--- config.mk ---
export PLATFORM = sky130hd
export DESIGN_NAME = dual_stepper_phase_sequencer_unit
export DESIGN_NICKNAME = d
export VERILOG_FILES = /design/src/hw/rtl/dsps_pkg.sv /design/src/hw/rtl/dual_stepper_phase_sequencer_unit.sv /design/src/hw/rtl/dsps_channel.sv /design/src/hw/rtl/dsps_out_buf.sv
export VERILOG_INCLUDE_DIRS = /design/src /design/src/hw/rtl
export SDC_FILE = /design/constraint.sdc
export NUM_CORES = 1
export LEC_CHECK = 0
export ABC_AREA = 1
export BUFFER_PORTS_ARGS = -buffer_cell sky130_fd_sc_hd__buf_2
export CAP_MARGIN = 0
export CELL_PAD_IN_SITES_DETAIL_PLACEMENT = 2
export CELL_PAD_IN_SITES_GLOBAL_PLACEMENT = 2
export CORE_MARGIN = 2
export CORE_UTILIZATION = 37
export CTS_CLUSTER_SIZE = 40
export DETAILED_ROUTE_END_ITERATION = 8
export GPL_ROUTABILITY_DRIVEN = 1
export PLACE_DENSITY_LB_ADDON = 0.25
export REMOVE_ABC_BUFFERS = 1
export SYNTH_ARGS = -nofsm -noshare
export SYNTH_HDL_FRONTEND = slang
export SYNTH_SLANG_ARGS = --single-unit
--- constraint.sdc ---
create_clock -name i_clk -period 19.9 [get_ports i_clk]
set_clock_uncertainty 0.1 [all_clocks]
set_input_delay 2.985 -clock i_clk [delete_from_list [all_inputs] [get_ports i_clk]]
set_output_delay 2.985 -clock i_clk [all_outputs]
set_load 0.02 [all_outputs]
--- src/hw/rtl/dual_stepper_phase_sequencer_unit_assert.svh ---
// assertion macros for the stepper sequencer
`ifndef DUAL_STEPPER_PHASE_SEQUENCER_UNIT_ASSERT_SVH
`define DUAL_STEPPER_PHASE_SEQUENCER_UNIT_ASSERT_SVH

`ifndef SYNTH

// same-cycle implication
`define DSPS_ASSERT_NOW(lbl, clk, rst_n, ante, cons) \
    lbl: assert property (@(posedge clk) disable iff (!(rst_n)) (ante) |-> (cons)) \
        else $error("assertion failed");

// next-cycle implication
`define DSPS_ASSERT_NEXT(lbl, clk, rst_n, ante, cons) \
    lbl: assert property (@(posedge clk) disable iff (!(rst_n)) (ante) |=> (cons)) \
        else $error("assertion failed");

`else

`define DSPS_ASSERT_NOW(lbl, clk, rst_n, ante, cons)
`define DSPS_ASSERT_NEXT(lbl, clk, rst_n, ante, cons)

`endif

`endif

--- src/hw/rtl/dsps_pkg.sv ---
`timescale 1ns / 1ps

package dsps_pkg;

    localparam int UNIT_W    = 16;
    localparam int MAXHOME_W = 20;
    localparam int WAIT_W    = 16;
    localparam int TARGET_W  = 24;
    localparam int CFG_W     = 20;
    localparam int CFG_IDX_W = 3;

    localparam logic [1:0] OP_TICK = 2'd0;
    localparam logic [1:0] OP_SET  = 2'd1;
    localparam logic [1:0] OP_HOME = 2'd2;

    localparam logic [CFG_IDX_W-1:0] REG_UNIT_STEP = 3'd0;
    localparam logic [CFG_IDX_W-1:0] REG_MAX_HOME  = 3'd1;
    localparam logic [CFG_IDX_W-1:0] REG_POST_HOME = 3'd2;
    localparam logic [CFG_IDX_W-1:0] REG_DIR_A     = 3'd3;
    localparam logic [CFG_IDX_W-1:0] REG_DIR_B     = 3'd4;

    localparam logic [UNIT_W-1:0]    UNIT_STEP_RST = 16'd200;
    localparam logic [MAXHOME_W-1:0] MAX_HOME_RST  = 20'd5000;
    localparam logic [WAIT_W-1:0]    POST_HOME_RST = 16'd500;

    localparam logic [WAIT_W-1:0] POLL_WAIT   = 16'd10;
    localparam logic [WAIT_W-1:0] SETTLE_WAIT = 16'd100;

    localparam logic [3:0] COIL_P0 = 4'b0101;
    localparam logic [3:0] COIL_P1 = 4'b0110;
    localparam logic [3:0] COIL_P2 = 4'b1010;
    localparam logic [3:0] COIL_P3 = 4'b1001;

    typedef struct packed {
        logic [UNIT_W-1:0]    unit_step;
        logic [MAXHOME_W-1:0] max_home_ticks;
        logic [WAIT_W-1:0]    post_home_ticks;
        logic                 dir_a;
        logic                 dir_b;
    } t_cfg;

    typedef struct packed {
        logic [3:0] coils;
        logic       homing;
        logic       fail;
    } t_chan_res;

    typedef struct packed {
        t_chan_res a;
        t_chan_res b;
    } t_result;

    function automatic logic [3:0] coil_pattern(input logic [1:0] phase);
        logic [3:0] pat;
        case (phase)
            2'd0:    pat = COIL_P0;
            2'd1:    pat = COIL_P1;
            2'd2:    pat = COIL_P2;
            default: pat = COIL_P3;
        endcase
        return pat;
    endfunction

endpackage

--- src/hw/rtl/dual_stepper_phase_sequencer_unit.sv ---
// two-channel full-step stepper sequencer with sensor homing
// input channel: i_in_valid / o_in_ready carries one request (tick, set target,
// start homing) with both end-sensor levels; output channel: o_out_valid /
// i_out_ready returns one result per request: coil bits, homing flags and
// timeout pulses of both channels
// result: registered into the output buffer when the request is accepted
// throughput: one request per cycle while o_in_ready is high; all channel work
// is a single combinational pass from state registers into the result register
// a two-entry output buffer (result register plus skid) keeps requests flowing
// while the receiver stalls; o_in_ready drops only once both entries are full
// configuration: i_cfg_we writes register i_cfg_idx with i_cfg_wdata at once
// (0 unit step, 1 homing limit, 2 post-homing wait, 3 dir a, 4 dir b)
// reset (synchronous, active low): counts, phases and coils clear, homing
// idles, registers return to 200 / 5000 / 500 / 1 / 1, output buffer empties
`timescale 1ns / 1ps

`include "dual_stepper_phase_sequencer_unit_assert.svh"

module dual_stepper_phase_sequencer_unit #(
    parameter int COUNT_BITS   = 24,
    parameter int ELAPSED_BITS = 20
) (
    input  logic                                  i_clk,
    input  logic                                  i_rst_n,
    input  logic                                  i_in_valid,
    output logic                                  o_in_ready,
    input  logic [1:0]                            i_opcode,
    input  logic                                  i_channel,
    input  logic signed [dsps_pkg::TARGET_W-1:0]  i_target_steps,
    input  logic                                  i_sensor_a,
    input  logic                                  i_sensor_b,
    input  logic                                  i_cfg_we,
    input  logic [dsps_pkg::CFG_IDX_W-1:0]        i_cfg_idx,
    input  logic [dsps_pkg::CFG_W-1:0]            i_cfg_wdata,
    output logic                                  o_out_valid,
    input  logic                                  i_out_ready,
    output logic [3:0]                            o_coils_a,
    output logic [3:0]                            o_coils_b,
    output logic                                  o_homing_a,
    output logic                                  o_homing_b,
    output logic                                  o_home_fail_a,
    output logic                                  o_home_fail_b
);

    dsps_pkg::t_cfg    r_cfg;
    dsps_pkg::t_result res;
    dsps_pkg::t_result out_data;
    logic              accept;

    assign accept = i_in_valid && o_in_ready;

    always_ff @(posedge i_clk) begin
        if (!i_rst_n) begin
            r_cfg.unit_step       <= dsps_pkg::UNIT_STEP_RST;
            r_cfg.max_home_ticks  <= dsps_pkg::MAX_HOME_RST;
            r_cfg.post_home_ticks <= dsps_pkg::POST_HOME_RST;
            r_cfg.dir_a           <= 1'b1;
            r_cfg.dir_b           <= 1'b1;
        end else if (i_cfg_we) begin
            unique case (i_cfg_idx)
                dsps_pkg::REG_UNIT_STEP: r_cfg.unit_step <= i_cfg_wdata[dsps_pkg::UNIT_W-1:0];
                dsps_pkg::REG_MAX_HOME:  r_cfg.max_home_ticks <= i_cfg_wdata;
                dsps_pkg::REG_POST_HOME:
                    r_cfg.post_home_ticks <= i_cfg_wdata[dsps_pkg::WAIT_W-1:0];
                dsps_pkg::REG_DIR_A:     r_cfg.dir_a <= i_cfg_wdata[0];
                dsps_pkg::REG_DIR_B:     r_cfg.dir_b <= i_cfg_wdata[0];
                default: ;
            endcase
        end
    end

    dsps_channel #(
        .COUNT_BITS   (COUNT_BITS),
        .ELAPSED_BITS (ELAPSED_BITS)
    ) u_chan_a (
        .i_clk    (i_clk),
        .i_rst_n  (i_rst_n),
        .i_accept (accept),
        .i_op     (i_opcode),
        .i_sel    (!i_channel),
        .i_target (i_target_steps),
        .i_sensor (i_sensor_a),
        .i_dir    (r_cfg.dir_a),
        .i_cfg    (r_cfg),
        .o_res    (res.a)
    );

    dsps_channel #(
        .COUNT_BITS   (COUNT_BITS),
        .ELAPSED_BITS (ELAPSED_BITS)
    ) u_chan_b (
        .i_clk    (i_clk),
        .i_rst_n  (i_rst_n),
        .i_accept (accept),
        .i_op     (i_opcode),
        .i_sel    (i_channel),
        .i_target (i_target_steps),
        .i_sensor (i_sensor_b),
        .i_dir    (r_cfg.dir_b),
        .i_cfg    (r_cfg),
        .o_res    (res.b)
    );

    dsps_out_buf u_out_buf (
        .i_clk   (i_clk),
        .i_rst_n (i_rst_n),
        .i_push  (accept),
        .i_data  (res),
        .o_ready (o_in_ready),
        .o_valid (o_out_valid),
        .o_data  (out_data),
        .i_ready (i_out_ready)
    );

    assign o_coils_a     = out_data.a.coils;
    assign o_coils_b     = out_data.b.coils;
    assign o_homing_a    = out_data.a.homing;
    assign o_homing_b    = out_data.b.homing;
    assign o_home_fail_a = out_data.a.fail;
    assign o_home_fail_b = out_data.b.fail;

    `DSPS_ASSERT_NOW(a_full_has_main, i_clk, i_rst_n, !o_in_ready, o_out_valid)
    `DSPS_ASSERT_NEXT(a_stall_fills_skid, i_clk, i_rst_n,
        accept && o_out_valid && !i_out_ready, !o_in_ready)
    `DSPS_ASSERT_NOW(a_fail_ends_homing, i_clk, i_rst_n,
        o_out_valid && (o_home_fail_a || o_home_fail_b),
        !(o_home_fail_a && o_homing_a) && !(o_home_fail_b && o_homing_b))
    `DSPS_ASSERT_NOW(a_coil_pattern, i_clk, i_rst_n, o_out_valid,
        (o_coils_a == 4'd0 || o_coils_a == dsps_pkg::COIL_P0 ||
         o_coils_a == dsps_pkg::COIL_P1 || o_coils_a == dsps_pkg::COIL_P2 ||
         o_coils_a == dsps_pkg::COIL_P3))

endmodule

--- src/hw/rtl/dsps_channel.sv ---
`timescale 1ns / 1ps

module dsps_channel #(
    parameter int COUNT_BITS   = 24,
    parameter int ELAPSED_BITS = 20
) (
    input  logic                                 i_clk,
    input  logic                                 i_rst_n,
    input  logic                                 i_accept,
    input  logic [1:0]                           i_op,
    input  logic                                 i_sel,
    input  logic signed [dsps_pkg::TARGET_W-1:0] i_target,
    input  logic                                 i_sensor,
    input  logic                                 i_dir,
    input  dsps_pkg::t_cfg                       i_cfg,
    output dsps_pkg::t_chan_res                  o_res
);

    localparam int EXT_W = 34;
    localparam int CMP_W = (ELAPSED_BITS > dsps_pkg::MAXHOME_W) ? ELAPSED_BITS
                                                                 : dsps_pkg::MAXHOME_W;
    localparam logic signed [EXT_W-1:0] CNT_HI =
        EXT_W'((64'sd1 <<< (COUNT_BITS - 1)) - 64'sd1);
    localparam logic signed [EXT_W-1:0] CNT_LO = -CNT_HI - EXT_W'(1);
    localparam logic [ELAPSED_BITS-1:0] ELAPSED_MAX = '1;

    typedef enum logic [1:0] {
        ST_IDLE,
        ST_POLL,
        ST_SETTLE,
        ST_POST
    } t_mode;

    function automatic logic signed [COUNT_BITS-1:0] sat_cnt(
        input logic signed [EXT_W-1:0] v
    );
        logic signed [EXT_W-1:0] r;
        if (v > CNT_HI) begin
            r = CNT_HI;
        end else if (v < CNT_LO) begin
            r = CNT_LO;
        end else begin
            r = v;
        end
        return r[COUNT_BITS-1:0];
    endfunction

    t_mode                          r_mode, n_mode;
    logic signed [COUNT_BITS-1:0]   r_rem, n_rem;
    logic [1:0]                     r_phase, n_phase;
    logic [dsps_pkg::WAIT_W-1:0]    r_wait, n_wait;
    logic [ELAPSED_BITS-1:0]        r_elapsed, n_elapsed;
    logic [3:0]                     r_latch, n_latch;
    logic                           fail;
    logic [dsps_pkg::WAIT_W-1:0]    wait_dec;
    logic                           step_up;
    logic signed [COUNT_BITS-1:0]   unit_sat;
    logic signed [COUNT_BITS-1:0]   back_sat;
    logic signed [COUNT_BITS-1:0]   target_sat;

    assign unit_sat   = sat_cnt($signed(EXT_W'(i_cfg.unit_step)));
    assign back_sat   = sat_cnt(-$signed(EXT_W'(i_cfg.unit_step >> 1)));
    assign target_sat = sat_cnt(EXT_W'(i_target));

    always_comb begin
        n_mode    = r_mode;
        n_rem     = r_rem;
        n_phase   = r_phase;
        n_wait    = r_wait;
        n_elapsed = r_elapsed;
        n_latch   = r_latch;
        fail      = 1'b0;
        wait_dec  = (r_wait != '0) ? r_wait - 1'b1 : '0;
        step_up   = 1'b0;
        unique case (i_op)
            dsps_pkg::OP_TICK: begin
                if (r_mode != ST_IDLE) begin
                    if (r_mode == ST_POLL && r_elapsed != ELAPSED_MAX) begin
                        n_elapsed = r_elapsed + 1'b1;
                    end
                    n_wait = wait_dec;
                    if (wait_dec == '0) begin
                        unique case (r_mode)
                            ST_POLL: begin
                                if (CMP_W'(n_elapsed) > CMP_W'(i_cfg.max_home_ticks)) begin
                                    n_mode = ST_IDLE;
                                    fail   = 1'b1;
                                end else if (i_sensor) begin
                                    n_rem  = unit_sat;
                                    n_wait = dsps_pkg::POLL_WAIT;
                                    n_mode = ST_POLL;
                                end else begin
                                    n_wait = dsps_pkg::SETTLE_WAIT;
                                    n_mode = ST_SETTLE;
                                end
                            end
                            ST_SETTLE: begin
                                n_rem  = back_sat;
                                n_wait = i_cfg.post_home_ticks;
                                n_mode = (i_cfg.post_home_ticks == '0) ? ST_IDLE : ST_POST;
                            end
                            ST_POST: begin
                                n_mode = ST_IDLE;
                            end
                            default: ;
                        endcase
                    end
                end
                // step after the homing update
                if (n_rem == '0) begin
                    n_latch = '0;
                end else begin
                    n_latch = dsps_pkg::coil_pattern(r_phase);
                    if (!n_rem[COUNT_BITS-1]) begin
                        n_rem   = n_rem - 1'b1;
                        step_up = i_dir;
                    end else begin
                        n_rem   = n_rem + 1'b1;
                        step_up = !i_dir;
                    end
                    n_phase = step_up ? r_phase + 2'd1 : r_phase - 2'd1;
                end
            end
            dsps_pkg::OP_SET: begin
                if (i_sel && r_mode == ST_IDLE) begin
                    n_rem = target_sat;
                end
            end
            dsps_pkg::OP_HOME: begin
                if (i_sel) begin
                    n_elapsed = '0;
                    if (i_sensor) begin
                        n_rem  = unit_sat;
                        n_wait = dsps_pkg::POLL_WAIT;
                        n_mode = ST_POLL;
                    end else begin
                        n_wait = dsps_pkg::SETTLE_WAIT;
                        n_mode = ST_SETTLE;
                    end
                end
            end
            default: ;
        endcase
    end

    assign o_res.coils  = n_latch;
    assign o_res.homing = (n_mode != ST_IDLE);
    assign o_res.fail   = fail;

    always_ff @(posedge i_clk) begin
        if (!i_rst_n) begin
            r_mode    <= ST_IDLE;
            r_rem     <= '0;
            r_phase   <= '0;
            r_wait    <= '0;
            r_elapsed <= '0;
            r_latch   <= '0;
        end else if (i_accept) begin
            r_mode    <= n_mode;
            r_rem     <= n_rem;
            r_phase   <= n_phase;
            r_wait    <= n_wait;
            r_elapsed <= n_elapsed;
            r_latch   <= n_latch;
        end
    end

endmodule

--- src/hw/rtl/dsps_out_buf.sv ---
`timescale 1ns / 1ps

module dsps_out_buf (
    input  logic              i_clk,
    input  logic              i_rst_n,
    input  logic              i_push,
    input  dsps_pkg::t_result i_data,
    output logic              o_ready,
    output logic              o_valid,
    output dsps_pkg::t_result o_data,
    input  logic              i_ready
);

    logic              r_main_valid;
    logic              r_skid_valid;
    dsps_pkg::t_result r_main;
    dsps_pkg::t_result r_skid;
    logic              take;

    assign take    = r_main_valid && i_ready;
    assign o_ready = !r_skid_valid;
    assign o_valid = r_main_valid;
    assign o_data  = r_main;

    always_ff @(posedge i_clk) begin
        if (!i_rst_n) begin
            r_main_valid <= 1'b0;
            r_skid_valid <= 1'b0;
        end else if (take && r_skid_valid) begin
            r_main       <= r_skid;
            r_skid_valid <= 1'b0;
        end else if (take) begin
            r_main_valid <= i_push;
            if (i_push) begin
                r_main <= i_data;
            end
        end else if (i_push) begin
            if (!r_main_valid) begin
                r_main       <= i_data;
                r_main_valid <= 1'b1;
            end else begin
                r_skid       <= i_data;
                r_skid_valid <= 1'b1;
            end
        end
    end

endmodule

Yosys cells after proc, flatten, opt, wreduce, memory -nomap -nowiden
Index checks and enable logic that the tools add are counted.
Storage, ports and cells
  register bits after elaboration: 216
  latch bits: 0
  RAM bits: 0
  ROM bits: 0
  output and inout port bits: 14
  word-level logic and storage cells: 228
  memories kept: 0
Operators by class
  add/subtract/negate cells: 13
  $mul: 0
  divide/modulo/power cells: 0
  magnitude comparators: 6
  equality and inequality tests: 25
  shift-type cells: 0
  muxes and demuxes: 100
  bitwise logic cells: 5
  reduce and logical (&&, ||, !) cells: 48
Operators with widths (number)
  $mux 24: 22
  $mux 20: 10
  $mux 16: 10
  $pmux 24 s3: 2
  $pmux 16 s2: 4
  $pmux 24 s2: 2
  $pmux 20 s2: 2
  $mux 12: 5
  $add 24x1->24 const B: 2
  $logic_not 16->1: 3
  $logic_not 24->1: 2
  $sub 24x1->24 const B: 2
  $add 20x1->20 const B: 2
  $gt 20x20->1: 2
  $ne 20x20->1 const B: 2
  $gt 34x24->1 const B: 1
  $lt 34x24->1 const B: 1
  $neg 15->34: 1
  $reduce_bool 16->1: 2
  $sub 16x1->16 const B: 2
  $mux 2: 13
  $gt 24x24->1 const B: 1
  $lt 24x24->1 const B: 1
  $pmux 4 s3: 2
  27 further kinds: 101

Depth between registers and ports, before layout
  depth after elaboration: 18
  gate-level depth with buffers: 46

Hierarchy
Synthesis repeated with hierarchy kept, for this count alone.
Unflattened totals
  cells, all modules: 3158
  area total of the unflattened synthesis: 19099.6 um^2
By module, submodules not included
  dsps_channel (u_chan_b): instances 1, cells each 1391, area each 7967.6 um^2, sequential area each 1361.3 um^2
  dsps_channel (u_chan_a): instances 1, cells each 1372, area each 7872.6 um^2, sequential area each 1361.3 um^2
  dual_stepper_phase_sequencer_unit: instances 1, cells each 314, area each 2188.3 um^2, sequential area each 1081.0 um^2
  dsps_out_buf: instances 1, cells each 81, area each 1071.0 um^2, sequential area each 760.7 um^2

Least setup slack after synthesis
OpenSTA, ideal clock, no wires.
  path type: input-to-reg
  start point: input i_sensor_a
  end point: register u_chan_a.r_rem[18]
  library setup time: 0.070 ns
  arrival time: 6.381 ns
  slack: 13.349 ns
  stages on the path: 21
  path buffers: 1
  cells stage by stage: clkbuf_1 > a21oi_1 > nor2_2 > o22ai_1 > inv_1 > ha_1 > nand2_1 > o21ai_0 > nand3_1 > nand2_1 > a21oi_1 > o21ai_0 > a21oi_1 > o21ai_0 > nand3_1 > nand2_1 > xor2_1 > nand2_1 > nand2_1 > nand2_1 > a21oi_1
Between the ends
  longest elaborated chain between the ends: 10
RTL lines
  from (decl): RTL line dual_stepper_phase_sequencer_unit.sv:30  | input logic i_sensor_a,
  $mux 24 (*)
  $mux 24: RTL line dsps_channel.sv:85  | if (CMP_W'(n_elapsed) > CMP_W'(i_cfg.max_home_ticks)) begin
  $pmux 24 s2: RTL line dsps_channel.sv:83  | unique case (r_mode)
  $mux 24: RTL line dsps_channel.sv:82  | if (wait_dec == '0) begin
  $mux 24: RTL line dsps_channel.sv:77  | if (r_mode != ST_IDLE) begin
  $mux 24: RTL line dsps_channel.sv:75  | unique case (i_op)
  $sub 24x1->24 / $add 24x1->24 (equally long branches): RTL line dsps_channel.sv:115, dsps_channel.sv:118
  $mux 24: RTL line dsps_channel.sv:114  | if (!n_rem[COUNT_BITS-1]) begin
  $mux 24: RTL line dsps_channel.sv:110  | if (n_rem == '0) begin
  $pmux 24 s3 (*): RTL line dsps_channel.sv:75
  to (signal assigned): RTL line dsps_channel.sv:160  | r_rem <= n_rem;
  to (decl): RTL line dsps_channel.sv:49  | logic signed [COUNT_BITS-1:0] r_rem, n_rem;
Mark *: on every way between the ends. The rest lies on a longest branch, timed or not. The select of a mux whose other input is x is not followed.
A chain may end at the register's enable or synchronous reset.

Worst setup path after layout
  start point: register u_chan_a.r_mode[1]
  end point: register u_chan_a.r_rem[18]
Between the ends
  longest elaborated chain between the ends: 15
RTL lines
  from (decl): RTL line dsps_channel.sv:48  | t_mode r_mode, n_mode;
  from (signal assigned): RTL line dsps_channel.sv:159  | r_mode <= n_mode;
  $eq 2x1->1: RTL line dsps_channel.sv:78, dsps_channel.sv:83
  $logic_and 1x1->1: RTL line dsps_channel.sv:78  | if (r_mode == ST_POLL && r_elapsed != ELAPSED_MAX) begin
  $mux 20: RTL line dsps_channel.sv:78
  $mux 20: RTL line dsps_channel.sv:77
  $mux 20: RTL line dsps_channel.sv:75
  $gt 20x20->1: RTL line dsps_channel.sv:85
  $mux 24: RTL line dsps_channel.sv:85
  $pmux 24 s2: RTL line dsps_channel.sv:83
  $mux 24: RTL line dsps_channel.sv:82
  $mux 24: RTL line dsps_channel.sv:77
  $mux 24: RTL line dsps_channel.sv:75
  $sub 24x1->24 / $add 24x1->24 (equally long branches): RTL line dsps_channel.sv:115, dsps_channel.sv:118
  $mux 24: RTL line dsps_channel.sv:114
  $mux 24: RTL line dsps_channel.sv:110
  $pmux 24 s3: RTL line dsps_channel.sv:75
Several ways; a longest one is shown, not always the timed one. The select of a mux whose other input is x is not followed.

==> results.cfg <==
[min_path]
holdPathStages = 2
worstHoldEndpoint = u_chan_b.r_wait[14]$_SDFFE_PN0P_
hp-class = reg -> reg
hp-start = u_chan_b.r_wait[14]$_SDFFE_PN0P_

[finish]
nFillCells = 5803
final_cell_area_sq_um = 19100
syn_to_final_growth_pct = 10.9
multi_input_area_sq_um = 11100
mostFrequentLayoutCell = nand2_1
regArea_sq_um = 4560
fin_cells = 3439
layout.nets = 2978
layout-drive-gt1-share_pct = 6.78
mostFrequentLayoutCells = nand2_1 (913), a21oi_1 (289), inv_1 (280), nand3_1 (199)

[grt]
grt_overflow = 0
grt_usage_pct = 31.5
grt_max_degree = 69
grt_pass1_wl_microns = 119000
grt_pass1_vias = 21000
antenna_found_initial = 2

[pwr]
vdd_ir_drop_max_mv = 0.0688
power_leakage_nw = 8.85
p_per_area_nw_per_um2 = 103

[worst_setup_path]
crit_path_end_kind = flip-flop
r2r_slack_ns = 11.40
r2r-start = u_chan_a.r_mode[1]$_SDFFE_PN0P_
cp_max_fo = 23
cp-start-kind = flip-flop
crit_slowest_cell = ha_1
crit_path_frequent_cell = nand2_1
worstPathRequired_ns = 20.30
path_class = reg -> reg
cp.arrival_ns = 8.90
rr_worst_depth = 40
worst_path_largest_cell_delay_ns = 0.57
rr_endpoint = u_chan_a.r_rem[18]$_SDFFE_PN0P_

[sta]
rsz0062_at_grt = false
setup_ws_ns = 11.40
fmax_mhz = 118
maxSlewHeadroom_pct = 26.0
worstMarginPinSlew_ns = 1.10
final_max_slew_viol_count = 0
fin_crit_ns = 8.50
finalSetupViolCount = 0
fin_crit_sh_pct = 42.7
setup-tns-final_ns = 0
hold_viol_final = 0

[logic_synthesis]
synth.ff_latch_count = 216
yosysSeqAreaShare_pct = 26.5
ys_types = 50
yosys_most_used_dff = dfxtp_1
synth_area_sq_um = 17200
syn-instance-count = 2791
yosysWarnings = 0
avgSynthCellArea_sq_um = 6.17
ys_async_sr_fraction_pct = 0
synth_edf_count = 24

[die]
initial_core_util_pct = 37.2
die_area_sq_um = 48300
core-area_sq_um = 46300
rows = 79
die_height_microns = 220
num_io_pins = 71
dieWidth_microns = 220

[cts]
cts_buffer_depth = 3
cts.reportedPaths.clkPinSlew_ns = 0.07
cts_resized = 0
postCtsHoldBufs = 0
cts_buffers = 29
cts_setup_buffers = 0
htree_num_levels = 1
insertion_delay_ns = 0.60
root_buffer = clkbuf_16
cts_tree = done
cts_sinks = 216

[run]
drv_cap = 0

[placement]
post_dp_cell_area_sq_um = 18000
place_hpwl_microns = 58100
placed_cells = 3384
routabilityCongestion = 0.909
dp_slack_ns = 11.66
port_buffers = 70

[route]
wire_per_inst_microns = 22.3
drt_iter0_drc = 1089
ant_nets = 0
firstDrtPassIters = 5
drc = 0
finalWirelength_microns = 76800
post_drt_via_cell_ratio = 5.63
vias = 19300

[status]
status = finished, final reports clean
## sequential cells by signal (all words and copies together) (netlist names), 4 cells and up
register / cells
r_cfg: 54
u_chan_a.r_rem: 24
u_chan_b.r_rem: 24
u_chan_a.r_elapsed: 20
u_chan_b.r_elapsed: 20
u_chan_a.r_wait: 16
u_chan_b.r_wait: 16
u_out_buf.o_data: 12
u_out_buf.r_skid: 12
u_chan_a.r_latch: 4
u_chan_b.r_latch: 4
## worst max path at each step
stage          slack (ns)                         endpoint                       startpoint
6_report            11.40  u_chan_a.r_rem[18]$_SDFFE_PN0P_  u_chan_a.r_mode[1]$_SDFFE_PN0P_
5_1_grt             10.49  u_chan_a.r_rem[18]$_SDFFE_PN0P_  u_chan_a.r_mode[1]$_SDFFE_PN0P_
4_1_cts             11.52  u_chan_a.r_rem[18]$_SDFFE_PN0P_  u_chan_a.r_mode[1]$_SDFFE_PN0P_
3_5_place_dp        11.66  u_chan_a.r_rem[18]$_SDFFE_PN0P_  u_chan_a.r_mode[1]$_SDFFE_PN0P_
3_3_place_gp        12.15  u_chan_a.r_rem[18]$_SDFFE_PN0P_  u_chan_a.r_mode[1]$_SDFFE_PN0P_
2_1_floorplan       13.11  u_chan_a.r_rem[18]$_SDFFE_PN0P_  u_chan_a.r_mode[1]$_SDFFE_PN0P_
## critical path: cells and delay by family, from the launching register on
kind	cells	cell delay, ns
compound gates	8	2.12
xor+xnor	2	0.32
fa+ha+maj	3	1.06
buf+inv	4	1.10
flops	1	0.35
simple gates	23	3.34
## metrics by stage
| step | hold WS [ns] | utilization, % | power (W) |
|---|---|---|---|
| final | 0.369 | 41.3 | 0.00197 |
| after global routing | 0.390 | 41.3 | 0.00210 |
| after CTS | 0.371 | 41.3 | 0.00197 |
| after detailed placement | 0.361 | 39.0 | 0.00136 |
| after global placement | 0.351 | 39.0 | 0.00132 |
| after floorplan | 0.345 | - | 0.00109 |
## power breakdown
| part | total [W] | internal, W | switching, W |
|---|---|---|---|
| clock | 0.000597 | 0.000362 | 0.000235 |
| sequential | 0.000488 | 0.000466 | 0.0000222 |
| combinational | 0.000885 | 0.000267 | 0.000618 |
| total | 0.00197 | 0.00110 | 0.000876 |
## metal layers
layer | routed length, microns | part of all wire (%) | vias to the layer above | track usage, %
met5 | 0 | 0 | - | 0
met4 | 2770 | 3.6 | 0 | 10.9
met3 | 2710 | 3.5 | 130 | 3.71
met2 | 37200 | 49 | 367 | 54.9
met1 | 34000 | 44 | 9642 | 39.9
li1 | - | - | 9207 | -
## cell type report
cell class / count / area share [%]
antenna: 1 / 0.0131
tap: 607 / 3.97
clock buffer: 31 / 3.84
multi-input combinational: 2181 / 58.2
inverter: 290 / 5.71
sequential: 216 / 23.9
timing repair buffer: 90 / 2.62
clock inverter: 23 / 1.73
## logic make-up (layout without fill, tap and decap cells)
family | after synthesis | count (layout) | synth area share [%]
simple gates | 1430 | 1430 | 34.9
compound gates | 561 | 561 | 17.4
buf+inv | 394 | 434 | 8.98
flops | 216 | 216 | 26.5
fa+ha+maj | 113 | 113 | 8.29
xor+xnor | 77 | 77 | 3.91
other cells | 0 | 1 | 0
## Yosys cell counts, types with 5 or more instances
cell type / number / share of area (%)
o21ai_0: 179 / 5.2
ha_1: 111 / 8.1
nand4_1: 32 / 1.2
buf_6: 7 / 0.46
nand2_1: 913 / 20
o21ai_1: 10 / 0.29
a21oi_1: 289 / 8.4
o211ai_1: 25 / 1.1
xnor2_1: 27 / 1.4
nor4_1: 12 / 0.44
dfxtp_1: 192 / 22
xor2_1: 50 / 2.5
a31oi_1: 16 / 0.58
inv_1: 281 / 6.1
clkbuf_1: 83 / 1.8
buf_1: 7 / 0.15
a21o_1: 7 / 0.31
nand3_1: 199 / 5.8
nor3_1: 32 / 0.93
o21a_1: 7 / 0.31
nor2_1: 193 / 4.2
inv_2: 6 / 0.13
edfxtp_1: 24 / 4.2
o22ai_1: 6 / 0.22
nand2_2: 5 / 0.18
nor2_2: 18 / 0.65
(Power assumes the default switching activity.)
